--- src/hdl/tgr_pkg.sv ---
// ----------------------------------------------------------------------------
// tgr_pkg
// Constants and codes for the single-touch gesture recognizer.
// ----------------------------------------------------------------------------
package tgr_pkg;

    localparam int COORD_BITS_DEF = 12;
    localparam int TIME_BITS_DEF  = 32;

    localparam int MS_BITS   = 16;
    localparam int DIST_BITS = 13;
    localparam int SQ_BITS   = 2 * DIST_BITS;
    localparam int GEST_BITS = 4;
    localparam int IDX_BITS  = 4;
    localparam int FLAG_BITS = 3;

    typedef logic [GEST_BITS-1:0] gesture_t;
    typedef logic [IDX_BITS-1:0]  cfg_index_t;

    localparam gesture_t GEST_TAP         = 4'd0;
    localparam gesture_t GEST_DOUBLE_TAP  = 4'd1;
    localparam gesture_t GEST_LONG_PRESS  = 4'd2;
    localparam gesture_t GEST_SWIPE_UP    = 4'd3;
    localparam gesture_t GEST_SWIPE_DOWN  = 4'd4;
    localparam gesture_t GEST_SWIPE_LEFT  = 4'd5;
    localparam gesture_t GEST_SWIPE_RIGHT = 4'd6;
    localparam gesture_t GEST_DRAG_START  = 4'd7;
    localparam gesture_t GEST_DRAG_MOVE   = 4'd8;
    localparam gesture_t GEST_DRAG_END    = 4'd9;

    localparam cfg_index_t REG_DEBOUNCE_MS     = 4'd0;
    localparam cfg_index_t REG_LONG_PRESS_MS   = 4'd1;
    localparam cfg_index_t REG_TAP_MAX_DIST    = 4'd2;
    localparam cfg_index_t REG_DRAG_MIN_DIST   = 4'd3;
    localparam cfg_index_t REG_SWIPE_MIN_DIST  = 4'd4;
    localparam cfg_index_t REG_SWIPE_MAX_MS    = 4'd5;
    localparam cfg_index_t REG_DOUBLE_TAP_MS   = 4'd6;
    localparam cfg_index_t REG_DOUBLE_TAP_DIST = 4'd7;

    localparam logic [MS_BITS-1:0] DEBOUNCE_MS_RST   = 16'd50;
    localparam logic [MS_BITS-1:0] LONG_PRESS_MS_RST = 16'd500;
    localparam logic [MS_BITS-1:0] SWIPE_MAX_MS_RST  = 16'd300;
    localparam logic [MS_BITS-1:0] DOUBLE_TAP_MS_RST = 16'd300;

    localparam logic [SQ_BITS-1:0] TAP_MAX_SQ_RST    = 26'd400;
    localparam logic [SQ_BITS-1:0] DRAG_MIN_SQ_RST   = 26'd900;
    localparam logic [SQ_BITS-1:0] SWIPE_MIN_SQ_RST  = 26'd2500;
    localparam logic [SQ_BITS-1:0] DOUBLE_TAP_SQ_RST = 26'd1600;

endpackage

--- src/hdl/touch_gesture_recognizer.sv ---
// ----------------------------------------------------------------------------
// touch_gesture_recognizer
// Single-touch gesture recognizer: tap, double tap, long press, swipes, drag.
// ----------------------------------------------------------------------------
// A sample goes through the input register and then the result register;
// m_tvalid rises only for a sample that yields a gesture. Throughput: 1
// sample per cycle while results drain; input register, one combinational pass
// over the touch state and squared-distance compares, then a result register.
// Reset: async, active low; clears touch state, pending tap, valid flags and
// loads the default thresholds.
module touch_gesture_recognizer #(
    parameter int COORD_BITS = tgr_pkg::COORD_BITS_DEF,
    parameter int TIME_BITS  = tgr_pkg::TIME_BITS_DEF,
    localparam int IN_RAW_W   = 2 * COORD_BITS + TIME_BITS,
    localparam int IN_DATA_W  = ((IN_RAW_W + 7) / 8) * 8,
    localparam int OUT_RAW_W  = 4 * COORD_BITS + 2 * (COORD_BITS + 1) + 2 * TIME_BITS,
    localparam int OUT_DATA_W = ((OUT_RAW_W + 7) / 8) * 8
) (
    input  logic                            clk,
    input  logic                            rst_n,
    input  logic                            s_tvalid,
    output logic                            s_tready,
    // pos_x, pos_y, time_ms
    input  logic [IN_DATA_W-1:0]            s_tdata,
    // press_edge, held, release_edge
    input  logic [tgr_pkg::FLAG_BITS-1:0]   s_tuser,
    output logic                            m_tvalid,
    input  logic                            m_tready,
    // end_x, end_y, begin_x, begin_y, move_x, move_y, hold_ms, event_ms
    output logic [OUT_DATA_W-1:0]           m_tdata,
    // gesture
    output logic [tgr_pkg::GEST_BITS-1:0]   m_tuser,
    input  logic                            cfg_valid,
    output logic                            cfg_ready,
    input  logic [tgr_pkg::IDX_BITS-1:0]    cfg_index,
    input  logic [tgr_pkg::MS_BITS-1:0]     cfg_data
);

    localparam int C   = COORD_BITS;
    localparam int T   = TIME_BITS;
    localparam int D2W = (2 * C + 1 > tgr_pkg::SQ_BITS) ? 2 * C + 1 : tgr_pkg::SQ_BITS;

    localparam logic [1:0] PH_IDLE = 2'd0;
    localparam logic [1:0] PH_WAIT = 2'd1;
    localparam logic [1:0] PH_LONG = 2'd2;
    localparam logic [1:0] PH_DRAG = 2'd3;

    // configuration
    logic [tgr_pkg::MS_BITS-1:0] debounce_reg, long_press_reg, swipe_max_reg, dtap_ms_reg;
    logic [tgr_pkg::SQ_BITS-1:0] tap_sq_reg, drag_sq_reg, swipe_sq_reg, dtap_sq_reg;
    logic [tgr_pkg::DIST_BITS-1:0] cfg_dist;
    logic [tgr_pkg::SQ_BITS-1:0]   cfg_sq;

    // input register
    logic          in_valid_reg;
    logic          press_reg, held_reg, rel_reg;
    logic [C-1:0]  x_reg, y_reg;
    logic [T-1:0]  ts_reg;
    logic          fire;

    // touch state
    logic [1:0]    phase_reg, phase_next;
    logic [C-1:0]  start_x_reg, start_x_next, start_y_reg, start_y_next;
    logic [T-1:0]  start_time_reg, start_time_next;
    logic [C-1:0]  ref_x_reg, ref_x_next, ref_y_reg, ref_y_next;
    logic          tap_pend_reg, tap_pend_next;
    logic [C-1:0]  tap_x_reg, tap_x_next, tap_y_reg, tap_y_next;
    logic [T-1:0]  tap_time_reg, tap_time_next;
    logic [T-1:0]  last_ev_reg, last_ev_next;

    // result
    logic                   out_valid_reg;
    tgr_pkg::gesture_t      g_reg, g_next;
    logic [C-1:0]           ex_reg, ex_next, ey_reg, ey_next;
    logic [C-1:0]           bx_reg, bx_next, by_reg, by_next;
    logic signed [C:0]      mvx_reg, mvx_next, mvy_reg, mvy_next;
    logic [T-1:0]           hold_reg, hold_next, evt_reg, evt_next;
    logic                   emit;

    // datapath
    logic signed [C:0] sx, sy, mx, my, tx, ty;
    logic [C-1:0]      ax, ay;
    logic [D2W-1:0]    d2_start, d2_tap;
    logic [T-1:0]      dur, since_ev, gap;
    logic              is_long, is_drag, is_swipe, is_tap, is_dtap;

    assign cfg_ready = 1'b1;
    assign cfg_dist  = cfg_data[tgr_pkg::DIST_BITS-1:0];
    assign cfg_sq    = {{tgr_pkg::DIST_BITS{1'b0}}, cfg_dist}
                     * {{tgr_pkg::DIST_BITS{1'b0}}, cfg_dist};

    always_ff @(posedge clk or negedge rst_n)
    begin
        if (!rst_n)
        begin
            debounce_reg   <= tgr_pkg::DEBOUNCE_MS_RST;
            long_press_reg <= tgr_pkg::LONG_PRESS_MS_RST;
            swipe_max_reg  <= tgr_pkg::SWIPE_MAX_MS_RST;
            dtap_ms_reg    <= tgr_pkg::DOUBLE_TAP_MS_RST;
            tap_sq_reg     <= tgr_pkg::TAP_MAX_SQ_RST;
            drag_sq_reg    <= tgr_pkg::DRAG_MIN_SQ_RST;
            swipe_sq_reg   <= tgr_pkg::SWIPE_MIN_SQ_RST;
            dtap_sq_reg    <= tgr_pkg::DOUBLE_TAP_SQ_RST;
        end
        else if (cfg_valid && cfg_ready)
        begin
            unique case (cfg_index)
                tgr_pkg::REG_DEBOUNCE_MS:     debounce_reg   <= cfg_data;
                tgr_pkg::REG_LONG_PRESS_MS:   long_press_reg <= cfg_data;
                tgr_pkg::REG_TAP_MAX_DIST:    tap_sq_reg     <= cfg_sq;
                tgr_pkg::REG_DRAG_MIN_DIST:   drag_sq_reg    <= cfg_sq;
                tgr_pkg::REG_SWIPE_MIN_DIST:  swipe_sq_reg   <= cfg_sq;
                tgr_pkg::REG_SWIPE_MAX_MS:    swipe_max_reg  <= cfg_data;
                tgr_pkg::REG_DOUBLE_TAP_MS:   dtap_ms_reg    <= cfg_data;
                tgr_pkg::REG_DOUBLE_TAP_DIST: dtap_sq_reg    <= cfg_sq;
                default:                      ;
            endcase
        end
    end

    // advance when the result register is free or being drained
    assign fire     = in_valid_reg && (!out_valid_reg || m_tready);
    assign s_tready = !in_valid_reg || fire;

    always_ff @(posedge clk or negedge rst_n)
    begin
        if (!rst_n)
        begin
            in_valid_reg <= 1'b0;
        end
        else if (s_tvalid && s_tready)
        begin
            in_valid_reg <= 1'b1;
        end
        else if (fire)
        begin
            in_valid_reg <= 1'b0;
        end
    end

    always_ff @(posedge clk)
    begin
        if (s_tvalid && s_tready)
        begin
            press_reg <= s_tuser[0];
            held_reg  <= s_tuser[1];
            rel_reg   <= s_tuser[2];
            x_reg     <= s_tdata[C-1:0];
            y_reg     <= s_tdata[2*C-1:C];
            ts_reg    <= s_tdata[2*C+T-1:2*C];
        end
    end

    always_comb
    begin
        sx       = $signed({1'b0, x_reg}) - $signed({1'b0, start_x_reg});
        sy       = $signed({1'b0, y_reg}) - $signed({1'b0, start_y_reg});
        mx       = $signed({1'b0, x_reg}) - $signed({1'b0, ref_x_reg});
        my       = $signed({1'b0, y_reg}) - $signed({1'b0, ref_y_reg});
        tx       = $signed({1'b0, x_reg}) - $signed({1'b0, tap_x_reg});
        ty       = $signed({1'b0, y_reg}) - $signed({1'b0, tap_y_reg});
        ax       = sx[C] ? C'(-sx) : sx[C-1:0];
        ay       = sy[C] ? C'(-sy) : sy[C-1:0];
        d2_start = D2W'($unsigned(D2W'(sx * sx))) + D2W'($unsigned(D2W'(sy * sy)));
        d2_tap   = D2W'($unsigned(D2W'(tx * tx))) + D2W'($unsigned(D2W'(ty * ty)));
        dur      = ts_reg - start_time_reg;
        since_ev = ts_reg - last_ev_reg;
        gap      = ts_reg - tap_time_reg;
        is_long  = (dur >= T'(long_press_reg)) && (d2_start < D2W'(tap_sq_reg));
        is_drag  = (d2_start >= D2W'(drag_sq_reg)) && (dur > T'(swipe_max_reg));
        is_swipe = (d2_start >= D2W'(swipe_sq_reg)) && (dur <= T'(swipe_max_reg));
        is_tap   = d2_start < D2W'(tap_sq_reg);
        is_dtap  = (gap < T'(dtap_ms_reg)) && (d2_tap < D2W'(dtap_sq_reg));
    end

    always_comb
    begin
        phase_next      = phase_reg;
        start_x_next    = start_x_reg;
        start_y_next    = start_y_reg;
        start_time_next = start_time_reg;
        ref_x_next      = ref_x_reg;
        ref_y_next      = ref_y_reg;
        tap_pend_next   = tap_pend_reg;
        tap_x_next      = tap_x_reg;
        tap_y_next      = tap_y_reg;
        tap_time_next   = tap_time_reg;
        last_ev_next    = last_ev_reg;
        emit            = 1'b0;
        g_next          = tgr_pkg::GEST_TAP;
        ex_next         = x_reg;
        ey_next         = y_reg;
        bx_next         = start_x_reg;
        by_next         = start_y_reg;
        mvx_next        = '0;
        mvy_next        = '0;
        hold_next       = '0;
        evt_next        = ts_reg;

        priority if (press_reg)
        begin
            if (since_ev >= T'(debounce_reg))
            begin
                start_x_next    = x_reg;
                start_y_next    = y_reg;
                start_time_next = ts_reg;
                ref_x_next      = x_reg;
                ref_y_next      = y_reg;
                phase_next      = PH_WAIT;
            end
        end
        else if (held_reg)
        begin
            if (phase_reg == PH_WAIT)
            begin
                priority if (is_long)
                begin
                    phase_next = PH_LONG;
                    emit       = 1'b1;
                    g_next     = tgr_pkg::GEST_LONG_PRESS;
                    hold_next  = dur;
                end
                else if (is_drag)
                begin
                    phase_next = PH_DRAG;
                    ref_x_next = x_reg;
                    ref_y_next = y_reg;
                    emit       = 1'b1;
                    g_next     = tgr_pkg::GEST_DRAG_START;
                    mvx_next   = sx;
                    mvy_next   = sy;
                end
                else
                begin
                end
            end
            else if (phase_reg == PH_DRAG)
            begin
                ref_x_next = x_reg;
                ref_y_next = y_reg;
                emit       = 1'b1;
                g_next     = tgr_pkg::GEST_DRAG_MOVE;
                mvx_next   = mx;
                mvy_next   = my;
            end
        end
        else if (rel_reg)
        begin
            if (phase_reg != PH_IDLE)
            begin
                last_ev_next = ts_reg;
                phase_next   = PH_IDLE;
                priority if (phase_reg == PH_DRAG)
                begin
                    emit      = 1'b1;
                    g_next    = tgr_pkg::GEST_DRAG_END;
                    mvx_next  = sx;
                    mvy_next  = sy;
                    hold_next = dur;
                end
                else if (phase_reg == PH_LONG)
                begin
                end
                else if (is_swipe)
                begin
                    emit      = 1'b1;
                    mvx_next  = sx;
                    mvy_next  = sy;
                    hold_next = dur;
                    if (ax > ay)
                        g_next = sx[C] ? tgr_pkg::GEST_SWIPE_LEFT : tgr_pkg::GEST_SWIPE_RIGHT;
                    else
                        g_next = (!sy[C] && sy != '0) ? tgr_pkg::GEST_SWIPE_DOWN
                                                      : tgr_pkg::GEST_SWIPE_UP;
                end
                else if (is_drag)
                begin
                end
                else if (is_tap)
                begin
                    if (tap_pend_reg && is_dtap)
                    begin
                        tap_pend_next = 1'b0;
                        emit          = 1'b1;
                        g_next        = tgr_pkg::GEST_DOUBLE_TAP;
                        bx_next       = x_reg;
                        by_next       = y_reg;
                    end
                    else
                    begin
                        // flush the old tap, hold the new one
                        emit          = tap_pend_reg;
                        g_next        = tgr_pkg::GEST_TAP;
                        ex_next       = tap_x_reg;
                        ey_next       = tap_y_reg;
                        bx_next       = tap_x_reg;
                        by_next       = tap_y_reg;
                        evt_next      = tap_time_reg;
                        tap_x_next    = x_reg;
                        tap_y_next    = y_reg;
                        tap_time_next = ts_reg;
                        tap_pend_next = 1'b1;
                    end
                end
                else
                begin
                end
            end
        end
        else
        begin
            if (tap_pend_reg && (gap > T'(dtap_ms_reg)))
            begin
                tap_pend_next = 1'b0;
                emit          = 1'b1;
                g_next        = tgr_pkg::GEST_TAP;
                ex_next       = tap_x_reg;
                ey_next       = tap_y_reg;
                bx_next       = tap_x_reg;
                by_next       = tap_y_reg;
                evt_next      = tap_time_reg;
            end
        end
    end

    always_ff @(posedge clk or negedge rst_n)
    begin
        if (!rst_n)
        begin
            phase_reg      <= PH_IDLE;
            start_x_reg    <= '0;
            start_y_reg    <= '0;
            start_time_reg <= '0;
            ref_x_reg      <= '0;
            ref_y_reg      <= '0;
            tap_pend_reg   <= 1'b0;
            tap_x_reg      <= '0;
            tap_y_reg      <= '0;
            tap_time_reg   <= '0;
            last_ev_reg    <= '0;
        end
        else if (fire)
        begin
            phase_reg      <= phase_next;
            start_x_reg    <= start_x_next;
            start_y_reg    <= start_y_next;
            start_time_reg <= start_time_next;
            ref_x_reg      <= ref_x_next;
            ref_y_reg      <= ref_y_next;
            tap_pend_reg   <= tap_pend_next;
            tap_x_reg      <= tap_x_next;
            tap_y_reg      <= tap_y_next;
            tap_time_reg   <= tap_time_next;
            last_ev_reg    <= last_ev_next;
        end
    end

    always_ff @(posedge clk or negedge rst_n)
    begin
        if (!rst_n)
        begin
            out_valid_reg <= 1'b0;
        end
        else if (fire)
        begin
            out_valid_reg <= emit;
        end
        else if (m_tready)
        begin
            out_valid_reg <= 1'b0;
        end
    end

    always_ff @(posedge clk)
    begin
        if (fire && emit)
        begin
            g_reg    <= g_next;
            ex_reg   <= ex_next;
            ey_reg   <= ey_next;
            bx_reg   <= bx_next;
            by_reg   <= by_next;
            mvx_reg  <= mvx_next;
            mvy_reg  <= mvy_next;
            hold_reg <= hold_next;
            evt_reg  <= evt_next;
        end
    end

    assign m_tvalid = out_valid_reg;
    assign m_tuser  = g_reg;
    assign m_tdata  = OUT_DATA_W'({evt_reg, hold_reg, mvy_reg, mvx_reg,
                                   by_reg, bx_reg, ey_reg, ex_reg});

endmodule

--- config.mk ---
export PLATFORM = sky130hd
export DESIGN_NAME = touch_gesture_recognizer
export DESIGN_NICKNAME = d
export VERILOG_FILES = /design/src/hdl/tgr_pkg.sv /design/src/hdl/touch_gesture_recognizer.sv
export SDC_FILE = /design/constraint.sdc
export NUM_CORES = 2
export LEC_CHECK = 0
export BUFFER_PORTS_ARGS = -buffer_cell sky130_fd_sc_hd__buf_4
export CAP_MARGIN = 30
export CORE_MARGIN = 3
export CORE_UTILIZATION = 63
export CTS_CLUSTER_SIZE = 30
export DETAILED_ROUTE_END_ITERATION = 8
export PLACE_DENSITY = 0.84
export SLEW_MARGIN = 30
export SYNTH_ARGS = -nofsm -noshare
export SYNTH_HDL_FRONTEND = slang
export SYNTH_SLANG_ARGS = --single-unit
--- constraint.sdc ---
create_clock -name clk -period 19.95 [get_ports clk]
set_clock_uncertainty 0.1 [all_clocks]
set_input_delay 0.9975 -clock clk [delete_from_list [all_inputs] [get_ports clk]]
set_output_delay 0.9975 -clock clk [all_outputs]
set_load 0.02 [all_outputs]
==> metrics.md <==
| Metric | Value |
|---|---|
| CTS Root Cell | clkbuf_16 |
| Status | finished clean |
| Post-synth EDFFs | 201 |
| CTS buffer count | 58 |
| Area added between synthesis and finish | 8.69% |
| Worst stage delay on the critical path | 0.74 ns |
| Largest net degree at the start of global routing | 169 |
| Crit path buf inv count | 10 |
| Routed wire length | 162000 microns |
| Yosys warns | 0 |
| Rows | 113 |
| Final setup vio count | 0 |
| Non-Filler Instances | 7666 |
| Final Max Tran Viols | 0 |
| CTS H-Tree Depth | 2 |
| Drt first pass iters | 5 |
| Clock slew at reported path FFs | 0.06 ns |
| MaxCap Viol Count | 0 |
| Setup CP Type | reg -> reg |
| Crit path launch type | register |
| Final #Nets | 7840 |
| CTS tree | yes |
| Die Width | 317 microns |
| Slowest stage cell on the critical path | nor4_1 |
| Sequential share of the synthesized area | 0.238 |
| # hold bufs at CTS | 0 |
| Worst skew pair latency | 0.69 ns |
| Share of cells above drive strength 1 | 0.116 |
| Total negative slack | 0 ns |
| Routed len/inst | 21.1 microns |
| GRT Util Overall | 0.329 |
| Placed Cells | 7549 |
| CP Data Arrival Time | 14.55 ns |
| Netlist cell types | 91 |
| Period utilization | 0.713 |
| Slew @ Worst Pin | 1.10 ns |
| Post-synth ARST share | 0.626 |
| Routed Antenna Nets | 0 |
| First-pass GRT wire length | 257000 microns |
| Post-Synthesis Cell Area | 0.0611 sq mm |
| Initial core utilization | 0.639 |
| CP required | 20.27 ns |
| Post-CTS sizing | 0 |
| Core box area | 0.0956 sq mm |
| Die Y-Extent | 317 microns |
| Die area | 0.101 sq mm |
| Yosys reg bits | 538 |
| # IOs | 235 |
| Crit. End Element | register |
| Avg Cell Area, Syn | 9.94 sq um |
| Vias in the first global route | 47100 |
| Final Cell Area | 0.0664 sq mm |
| Initial antenna violation count | 4 |
| I/O Buffers | 227 |
| Worst min path class | in -> async |
| Longest Clk Path Bufs | 3 |
| Setup Buffers After CTS | 0 |
| DRT iter0 DRCs | 3529 |
| Final hold violation count | 0 |
| Placed cell areas | 0.0643 sq mm |
| Minimum clock period | 14.23 ns |
| Top FF cell, synth | dfrtp_1 |
| Total gr overflow | 0 |
| DRC viols | 0 |
| Crit path max fanout | 47 |
| CP top delay family | adder cells |
| RSZ-0062 raised after global routing | false |
| Vias | 44900 |
| Clock sink count | 538 |
| F_max | 0.0703 GHz |
| Fill count | 7050 |
| Vias/cell | 5.86 |
| Cells after synthesis | 6146 |
| Worst rel slew slack | 0.258 |
| Gpl congestion | 1.00 |
| HPWL after DPL | 130000 microns |
[metal layers]
| metal | vias to the layer above | global-route usage | part of all wire |
|---|---|---|---|
| met3 | 418 | 0.0612 | 0.086 |
| met5 | - | 0 | 0 |
| met2 | 1985 | 0.534 | 0.47 |
| met1 | 22200 | 0.431 | 0.39 |
| met4 | 0 | 0.153 | 0.054 |
| li1 | 20300 | - | - |
[cell type report]
type / instances / area, sq um / share of cell area
Inverter: 1339 / 5030 / 0.0757
Timing Repair Buffer: 299 / 2370 / 0.0357
Clock buffer: 78 / 1620 / 0.0244
Multi-Input combinational cell: 4113 / 40900 / 0.617
Tap cell: 1265 / 1580 / 0.0238
Clock inverter: 32 / 338 / 0.00509
Sequential cell: 538 / 14500 / 0.219
Antenna cell: 2 / 5.00 / 0.0000754
[metrics by stage]
stage	util	setup slack [ns]	hold WS (ns)
after floorplan	-	7.69	0.346
after global placement	0.672	6.33	0.362
after detailed placement	0.672	5.81	0.372
after CTS	0.693	5.74	0.308
after global routing	0.694	5.00	0.0721
final	0.694	5.72	0.0745
[cells in the mapped netlist, drive strengths merged, types with 9 or more instances]
master | count | area share
nand4 | 40 | 0.0041
a21boi | 18 | 0.0022
mux2 | 271 | 0.052
clkinv | 17 | 0.0010
o22ai | 23 | 0.0024
o21bai | 26 | 0.0032
nand3 | 44 | 0.0037
or4 | 17 | 0.0022
a31oi | 26 | 0.0027
or2 | 19 | 0.0019
nand2b | 42 | 0.0043
fa | 778 | 0.26
o211ai | 45 | 0.0055
nor2b | 40 | 0.0041
o31ai | 14 | 0.0018
nand2 | 432 | 0.027
xor2 | 60 | 0.0086
nor3 | 69 | 0.0057
or3 | 30 | 0.0031
dfstp | 32 | 0.014
o221a | 18 | 0.0033
a211oi | 34 | 0.0043
edfxtp | 201 | 0.099
nor2 | 338 | 0.021
buf | 35 | 0.0041
ha | 629 | 0.13
a21oi | 210 | 0.017
inv | 1322 | 0.081
o21a | 39 | 0.0048
nor4 | 9 | 0.0012
and3 | 54 | 0.0055
and2 | 74 | 0.0076
a21o | 135 | 0.017
clkbuf | 128 | 0.0079
xnor2 | 181 | 0.026
o31a | 10 | 0.0014
mux2i | 26 | 0.0043
o21ai | 232 | 0.019
a31o | 9 | 0.0013
dfrtp | 305 | 0.12
[worst register-to-register path, delay by kind of cell (launching register included)]
kind	cells	cell delay, ns
compound gates	19	4.06
flops	1	0.45
mux	1	0.47
buf+inv	10	1.80
xor+xnor	2	0.61
fa+ha+maj	11	4.68
simple gates	5	1.85
[cell usage in the layout (no fill, tap or decap), drive strengths merged, types with 78 or more instances in the layout]
| cell type | instances |
|---|---|
| clkbuf | 78 |
| nor2 | 338 |
| fa | 778 |
| nand2 | 432 |
| buf | 299 |
| o21ai | 232 |
| edfxtp | 201 |
| ha | 629 |
| xnor2 | 181 |
| inv | 1327 |
| a21o | 135 |
| mux2 | 271 |
| a21oi | 210 |
| dfrtp | 305 |
[final timing paths]
check	startpoint	endpoint	slack [ns]	depth (start not counted)
hold / removal	rst_n	ref_y_reg[9]$_DFFE_PN0P_	0.07	1
setup reg to reg	x_reg[0]$_DFFE_PP_	ey_reg[10]$_DFFE_PP_	5.72	48
hold reg to reg	long_press_reg[8]$_DFFE_PN1P_	long_press_reg[8]$_DFFE_PN1P_	0.38	2
setup / recovery	x_reg[0]$_DFFE_PP_	ey_reg[10]$_DFFE_PP_	5.72	48
min in group clk	s_tdata[41]	ts_reg[17]$_DFFE_PP_	0.38	1
max in group asynchronous	rst_n	start_time_reg[27]$_DFFE_PN0P_	17.81	4
[logic make-up after synthesis]
family,after synthesis,share of synthesized area
xor gates and xnor gates,241,0.0346
adders and majority gates,1407,0.384
AOI/OAI and AO/OA,927,0.0992
DFF,538,0.238
buffers and inverters,1502,0.0943
muxes,297,0.0564
and+or+nand+nor,1232,0.0939
other,2,0.000123
Power is not shown: default switching activity piles up to over one toggle a cycle in this logic, so the estimate is an artifact.
